===== config.mk =====
export PLATFORM = sky130hd
export DESIGN_NAME = double_to_float_strict_neighbor_unit
export DESIGN_NICKNAME = d
export VERILOG_FILES = /design/src/hdl/dtfsn_pkg.sv /design/src/hdl/dtfsn_classify.sv /design/src/hdl/dtfsn_round.sv /design/src/hdl/dtfsn_select.sv /design/src/hdl/double_to_float_strict_neighbor_unit.sv
export SDC_FILE = /design/constraint.sdc
export NUM_CORES = 1
export LEC_CHECK = 0
export ABC_AREA = 1
export CAP_MARGIN = 20
export CORE_ASPECT_RATIO = 1.75
export CORE_MARGIN = 4
export CORE_UTILIZATION = 30
export DETAILED_ROUTE_END_ITERATION = 10
export DONT_BUFFER_PORTS = 1
export PLACE_DENSITY = 0.46
export SLEW_MARGIN = 20
export SYNTH_ARGS = -nofsm -noshare
export SYNTH_HDL_FRONTEND = slang
export SYNTH_SLANG_ARGS = --single-unit
export TNS_END_PERCENT = 10

===== constraint.sdc =====
create_clock -name clock -period 12.82 [get_ports clock]
set_input_delay 1.923 -clock clock [delete_from_list [all_inputs] [get_ports clock]]
set_output_delay 1.923 -clock clock [all_outputs]
set_load 0.005 [all_outputs]

===== src/hdl/dtfsn_pkg.sv =====
// ----------------------------------------------------------------------------
// dtfsn_pkg: shared types and constants
// Holds the binary64 field constants and the stage payload structs.
// ----------------------------------------------------------------------------
package dtfsn_pkg;

   localparam int unsigned D_EXP_W  = 11;
   localparam int unsigned D_FRAC_W = 52;

   // Stage 1 -> stage 2: operand classification and raw rounding inputs.
   typedef struct packed {
      logic                reject;     // NaN operand, value too large or equal operands
      logic                down;       // target lies below value
      logic                v_sign;
      logic                v_zero;     // value is +0 or -0
      logic [D_EXP_W-1:0]  v_exp;
      logic [D_FRAC_W-1:0] v_frac;
   } s1_type;

   // Stage 2 -> stage 3: rounded float and exactness.
   typedef struct packed {
      logic        reject;
      logic        down;
      logic        sign;
      logic        exact;      // rounding lost nothing
      logic        rnd_up;     // rounded magnitude above the value's magnitude
      logic [30:0] mag;        // rounded magnitude (may reach infinity code)
   } s2_type;

endpackage


===== src/hdl/dtfsn_classify.sv =====
// ----------------------------------------------------------------------------
// dtfsn_classify: operand checks
// Flags NaN, out-of-range values and equal operands, and finds direction.
// ----------------------------------------------------------------------------
module dtfsn_classify
   import dtfsn_pkg::*;
(
   input  logic [63:0] value_bits,
   input  logic [63:0] toward_bits,
   output s1_type      s1
);
   // FLT_MAX as binary64 magnitude
   localparam logic [62:0] FMAX_D = 63'h47EF_FFFF_E000_0000;
   localparam logic [62:0] INF_D  = 63'h7FF0_0000_0000_0000;

   logic [62:0] vm, tm;
   logic        vs, ts, v_nan, t_nan, v_big, v_z, t_z, eq, v_lt_t;

   always_comb begin
      vm    = value_bits[62:0];
      tm    = toward_bits[62:0];
      vs    = value_bits[63];
      ts    = toward_bits[63];
      v_nan = vm > INF_D;
      t_nan = tm > INF_D;
      v_big = vm > FMAX_D;
      v_z   = vm == 63'd0;
      t_z   = tm == 63'd0;
      eq    = (v_z && t_z) || (value_bits == toward_bits);
      // signed-magnitude compare for v < t
      if (v_z && t_z)
         v_lt_t = 1'b0;
      else if (vs != ts)
         v_lt_t = vs;
      else if (!vs)
         v_lt_t = vm < tm;
      else
         v_lt_t = vm > tm;
      s1.reject = v_nan || t_nan || v_big || eq;
      s1.down   = !v_lt_t;
      s1.v_sign = vs;
      s1.v_zero = v_z;
      s1.v_exp  = value_bits[62:52];
      s1.v_frac = value_bits[51:0];
   end
endmodule


===== src/hdl/dtfsn_round.sv =====
// ----------------------------------------------------------------------------
// dtfsn_round: binary64 to binary32 rounding
// Rounds the magnitude to nearest even and records exactness and direction.
// ----------------------------------------------------------------------------
module dtfsn_round
   import dtfsn_pkg::*;
(
   input  s1_type s1,
   output s2_type s2
);
   logic [53:0] sig;      // hidden bit + fraction + guard zero
   logic [11:0] sh;       // right shift for subnormal targets
   logic [7:0]  fexp;
   logic [23:0] keep;
   logic [53:0] shifted;
   logic        g, st, inc;
   logic [31:0] rm;

   always_comb begin
      sig  = {1'b1, s1.v_frac, 1'b0};
      fexp = 8'd0;
      sh   = 12'd0;
      // biased float exponent = e - 896; normal when e >= 897
      if (s1.v_exp >= 11'd897) begin
         fexp = 8'(s1.v_exp - 11'd896);
         sh   = 12'd0;
      end else begin
         fexp = 8'd0;
         sh   = 12'd897 - {1'b0, s1.v_exp};   // >= 1
      end
      if (sh > 12'd54) begin
         keep    = 24'd0;
         g       = 1'b0;
         st      = !s1.v_zero;
         shifted = 54'd0;
      end else begin
         shifted = sig >> sh[5:0];
         keep    = shifted[53:30];
         g       = shifted[29];
         st      = (shifted[28:0] != 29'd0) ||
                   ((sig & ((54'd1 << sh[5:0]) - 54'd1)) != 54'd0);
      end
      if (s1.v_zero) begin
         keep = 24'd0; g = 1'b0; st = 1'b0;
      end
      inc = g && (st || keep[0]);
      // normal: keep[23] is hidden; subnormal: keep[23] is 0 and fexp 0
      rm  = {1'b0, fexp, keep[22:0]} + {31'd0, inc};
      if (fexp == 8'd0 && keep[23])
         rm = {1'b0, 8'd1, keep[22:0]} + {31'd0, inc};
      s2.reject = s1.reject;
      s2.down   = s1.down;
      s2.sign   = s1.v_sign;
      s2.exact  = !(g || st);
      s2.rnd_up = inc;
      s2.mag    = rm[30:0];
   end
endmodule


===== src/hdl/dtfsn_select.sv =====
// ----------------------------------------------------------------------------
// dtfsn_select: neighbor choice
// Keeps the rounded float when it lies on the target side, else steps it.
// ----------------------------------------------------------------------------
module dtfsn_select
   import dtfsn_pkg::*;
(
   input  s2_type      s2,
   output logic        found,
   output logic [31:0] float_bits
);
   logic        c_gt_v, c_lt_v, keep_c, up, away;
   logic [31:0] res;

   always_comb begin
      // signed relation of rounded float to value
      c_gt_v = !s2.exact && (s2.sign ? !s2.rnd_up : s2.rnd_up);
      c_lt_v = !s2.exact && !c_gt_v;
      keep_c = s2.down ? c_lt_v : c_gt_v;
      up     = !s2.down;
      away   = (up && !s2.sign) || (!up && s2.sign);
      res    = {s2.sign, s2.mag};
      if (!keep_c) begin
         if (s2.mag == 31'd0)
            res = {s2.down, 31'd1};
         else begin
            res  = away ? {s2.sign, s2.mag + 31'd1} : {s2.sign, s2.mag - 31'd1};
         end
      end
      found      = !s2.reject && (res[30:23] != 8'hFF);
      float_bits = found ? res : 32'd0;
   end
endmodule


===== src/hdl/double_to_float_strict_neighbor_unit.sv =====
// ----------------------------------------------------------------------------
// double_to_float_strict_neighbor_unit: strict float neighbor of a double
// Registers: input, classify, round, select/output; an accepted req item
// passes them in order to rsp_valid, one item per cycle unless rsp stalls.
// One valid bit each; all advance when the output slot is free or taken.
// Synchronous active-high reset clears all valid bits; payload is not reset.
// ----------------------------------------------------------------------------
module double_to_float_strict_neighbor_unit
   import dtfsn_pkg::*;
(
   input  logic        clock,
   input  logic        reset,
   input  logic        req_valid,
   output logic        req_ready,
   input  logic [63:0] req_value_bits,
   input  logic [63:0] req_toward_bits,
   output logic        rsp_valid,
   input  logic        rsp_ready,
   output logic        rsp_found,
   output logic [31:0] rsp_float_bits
);
   logic        adv;
   logic        v0_ff, v1_ff, v2_ff, v3_ff;
   logic [63:0] a_ff, b_ff;
   s1_type      s1_in, s1_ff;
   s2_type      s2_in, s2_ff;
   logic        f_in, f_ff;
   logic [31:0] fb_in, fb_ff;

   // advance everything when the output slot is empty or being drained
   assign adv       = !v3_ff || rsp_ready;
   assign req_ready = adv;

   dtfsn_classify u_cls (.value_bits(a_ff), .toward_bits(b_ff), .s1(s1_in));
   dtfsn_round    u_rnd (.s1(s1_ff), .s2(s2_in));
   dtfsn_select   u_sel (.s2(s2_ff), .found(f_in), .float_bits(fb_in));

   always_ff @(posedge clock) begin
      if (reset) begin
         v0_ff <= 1'b0; v1_ff <= 1'b0; v2_ff <= 1'b0; v3_ff <= 1'b0;
      end else if (adv) begin
         v0_ff <= req_valid;
         v1_ff <= v0_ff;
         v2_ff <= v1_ff;
         v3_ff <= v2_ff;
      end
   end

   always_ff @(posedge clock) begin
      if (adv) begin
         a_ff  <= req_value_bits;
         b_ff  <= req_toward_bits;
         s1_ff <= s1_in;
         s2_ff <= s2_in;
         f_ff  <= f_in;
         fb_ff <= fb_in;
      end
   end

   assign rsp_valid      = v3_ff;
   assign rsp_found      = f_ff;
   assign rsp_float_bits = fb_ff;

   // a result that is not found carries zero bits
   a_zero: assert property (@(posedge clock) disable iff (reset)
      rsp_valid && !rsp_found |-> rsp_float_bits == 32'd0)
      else $error("not-found result with nonzero bits");
   // a stalled output holds
   a_hold: assert property (@(posedge clock) disable iff (reset)
      rsp_valid && !rsp_ready |=> rsp_valid && $stable(rsp_float_bits))
      else $error("output changed under stall");
   // an item in the round stage moves into the output stage when the pipe advances
   a_flow: assert property (@(posedge clock) disable iff (reset)
      adv && v2_ff |=> v3_ff)
      else $error("item lost between stages");
endmodule


==> flow_summary.toml <==
[timing]
finalHoldViolations = 0
rsz0062_at_grt = "false"
fin_crit_sh = 0.414
setup_tns_ps = 0
max_freq_mhz = 188
report.final.slew_viol_count = 0
fin_worst_skew_ps = 27.4
slew_headroom = 0.287
period_minus_slack_ps = 5310
setup_violations = 0
worstMarginPinSlew_ps = 1060

[synthesis]
synth-adder-area-share = 0.0619
synth.area.mux_share = 0
synth_area_per_cell_um2 = 7.60
synthDistinctLibCells = 57
syn-num-nets = 2796
synth_area_leaders = "edfxtp_1, nand2_1, nand3_1"
yosys.area.top_type = "edfxtp_1"
yosysWarnings = 0
synth_edf_count = 264
synthArstFlopShare = 0
synth_area_mm2 = 0.0195
synth_compound_area_frac = 0.0783
ys.flop_type = "edfxtp_1"
synth-xor-area-share = 0.0188
ys_ff_latch = 268
netlist.area_leader.share = 0.406
synth_cells = 2568
yosys.area_share.simple = 0.350
synth_top_family_by_area = "simple AND/OR/NAND/NOR gates"
ys_seq_area_frac = 0.410

[final_layout]
fillers = 6939
multi_input_area_mm2 = 0.00995
drive_above_1_share = 0.0716
seq_area_mm2 = 0.00801
fin_nets = 2776
area_growth_pct = 9.20

[drt]
antenna_left = 0
drt-total-wl_mm = 76.9
vias = 17700
drc_errors = 0
first_iter_violations = 966
drtPass1Iterations = 6
via_per_inst = 5.24
wl_per_cell_um = 22.7

[global_route]
grt_first_pass_wirelength_mm = 113
gr-usage-all-layers = 0.215
overflow = 0
grt_pass1_vias = 18300
antenna_found_initial = 0
grt_max_degree = 161

[worst_setup_path]
crit_type = "reg2reg"
required_ps = 13190
critPathLaunchType = "flip-flop"
cp.arrival_ps = 5680
critPathMaxFanout = 47
end_kind = "flip-flop"

[power_and_ir_drop]
p_leak_uw = 0.00974
peakVddDrop_v = 0.000119
powerDensity_mw_per_mm2 = 142
total_power_uw = 3020

[clocking]
cts_buffers = 29
cts_root_buffer = "clkbuf_16"
clk-insertion-delay-late_ps = 610
cts.sinks = 268
ctsResizeCount = 0
cts_tree = "done"
holdBufCountCts = 0
path_clk_slew_ps = 60
clock_path_buffers = 3
cts_setup_buffers = 0
ctsHtreeMaxLevel = 1

[place]
port_buffers = 0
gp_congestion = 1.03
hpwlAfterDp_mm = 64.1

[floorplanning]
floorplan.die.height_um = 345
initial_core_util = 0.303
ios = 167
chipWidth_um = 201
rows = 123
die_area_mm2 = 0.0694
coreArea_mm2 = 0.0643

[run]
maxCapViolations = 0

[status]
status = "completed"

[worst_hold_path]
holdCritPathClass = "reg2reg"
==> cell families after synthesis <==
| logic type | after synthesis |
|---|---|
| AOI/OAI and AO/OA | 269 |
| xor gates and xnor gates | 42 |
| adders and majority gates | 96 |
| buffers and inverters | 372 |
| DFF | 268 |
| and+or+nand+nor | 1521 |
==> cell usage in the layout, fill, tap and decap left out, types with 4 or more instances in the layout <==
| master | synthesis | layout |
|---|---|---|
| a31oi_1 | 4 | 4 |
| clkbuf_1 | 8 | 5 |
| nor2_1 | 278 | 278 |
| o21ai_1 | 16 | 16 |
| o211ai_1 | 21 | 21 |
| nor3_1 | 33 | 33 |
| nand2_2 | 12 | 13 |
| bufinv_16 | 0 | 5 |
| nand3_4 | 4 | 4 |
| inv_6 | 0 | 4 |
| ha_1 | 95 | 95 |
| o31ai_1 | 8 | 8 |
| edfxtp_1 | 264 | 264 |
| nand4_1 | 67 | 67 |
| nand3_1 | 295 | 295 |
| xor2_1 | 30 | 29 |
| nor4_1 | 42 | 42 |
| nand2_1 | 718 | 717 |
| inv_1 | 271 | 270 |
| nor2_2 | 21 | 21 |
| clkbuf_16 | 0 | 29 |
| o21a_1 | 8 | 8 |
| dfxtp_1 | 4 | 4 |
| buf_4 | 7 | 15 |
| nand3b_1 | 4 | 4 |
| a21oi_1 | 94 | 94 |
| nand3_2 | 7 | 7 |
| nor3_2 | 11 | 11 |
| inv_2 | 31 | 31 |
| nor2_4 | 12 | 12 |
| or2_2 | 5 | 5 |
| a211oi_1 | 4 | 4 |
| xnor2_1 | 12 | 12 |
| o21ai_0 | 95 | 95 |
==> worst max-delay path, stage by stage (launching register included) <==
cell	delay (ps)
edfxtp_1	710
inv_2	140
ha_1	260
inv_1	60
nor2_1	50
nor2_2	320
nand3_4	490
inv_2	440
buf_4	540
nand3_1	150
o21a_1	140
and2_1	160
nor3_4	180
nand2_2	170
inv_2	100
ha_1	210
inv_1	90
nor2_2	190
nand2_1	160
nor3_2	220
xor2_1	160
inv_1	50
==> layout make-up <==
class | count | area share
Inverter | 304 | 0.0540
Multi-Input combinational cell | 1928 | 0.467
Clock inverter | 20 | 0.0139
Sequential cell | 268 | 0.376
Tap cell | 812 | 0.0477
Antenna cell | 2 | 0.000235
Clock buffer | 34 | 0.0349
Timing Repair Buffer | 17 | 0.00646
==> report_power, final <==
part / leakage [µW] / internal [µW] / switching (µW)
combinational: 0.00635 / 281 / 658
clock: 0.000501 / 529 / 384
sequential: 0.00289 / 1080 / 90.2
==> flip-flops by register name, indices dropped and copies added, names as in the netlist <==
register / cells
a_ff: 64
b_ff: 64
rsp_float_bits: 32
rsp_found: 1
rsp_valid: 1
s1_ff: 67
s2_ff: 36
v0_ff: 1
v1_ff: 1
v2_ff: 1
==> cell usage after synthesis, types with 30 or more instances <==
| cell | number |
|---|---|
| inv_1 | 271 |
| o21ai_0 | 95 |
| nor3_1 | 33 |
| inv_2 | 31 |
| nor4_1 | 42 |
| xor2_1 | 30 |
| ha_1 | 95 |
| nand3_1 | 295 |
| edfxtp_1 | 264 |
| nand2_1 | 718 |
| nand4_1 | 67 |
| a21oi_1 | 94 |
| nor2_1 | 278 |
| buf_2 | 39 |
==> through the flow <==
step | cell area [µm²] | util | instances | setup WS (ps) | hold slack [ps]
floorplan | 19500 | - | 2568 | 3720 | 400
global placement | 20300 | 0.315 | 3328 | 7460 | 419
detailed placement | 20300 | 0.315 | 3329 | 7570 | 415
CTS | 21300 | 0.331 | 3383 | 7560 | 430
global route | 21300 | 0.331 | 3383 | 7090 | 451
finish | 21300 | 0.331 | 3385 | 7510 | 428
==> worst paths after layout <==
path                                 from  cells after the start  slack [ps]         to
worst max-delay path            s1_ff[53]                     21        7510  s2_ff[22]
worst min-delay path            s1_ff[64]                      0         430  s2_ff[33]
worst max register to register  s1_ff[53]                     21        7510  s2_ff[22]
worst min register to register  s1_ff[64]                      0         430  s2_ff[33]
==> routing by layer <==
layer  global-route usage  up-vias  share of wire
met5                    0        -              0
met4                0.149        0          0.084
li1                     -     8668              -
met2                0.441      529           0.57
met1                0.187     8356           0.31
met3               0.0288      194          0.036
Power figures use the tool's default switching activity.
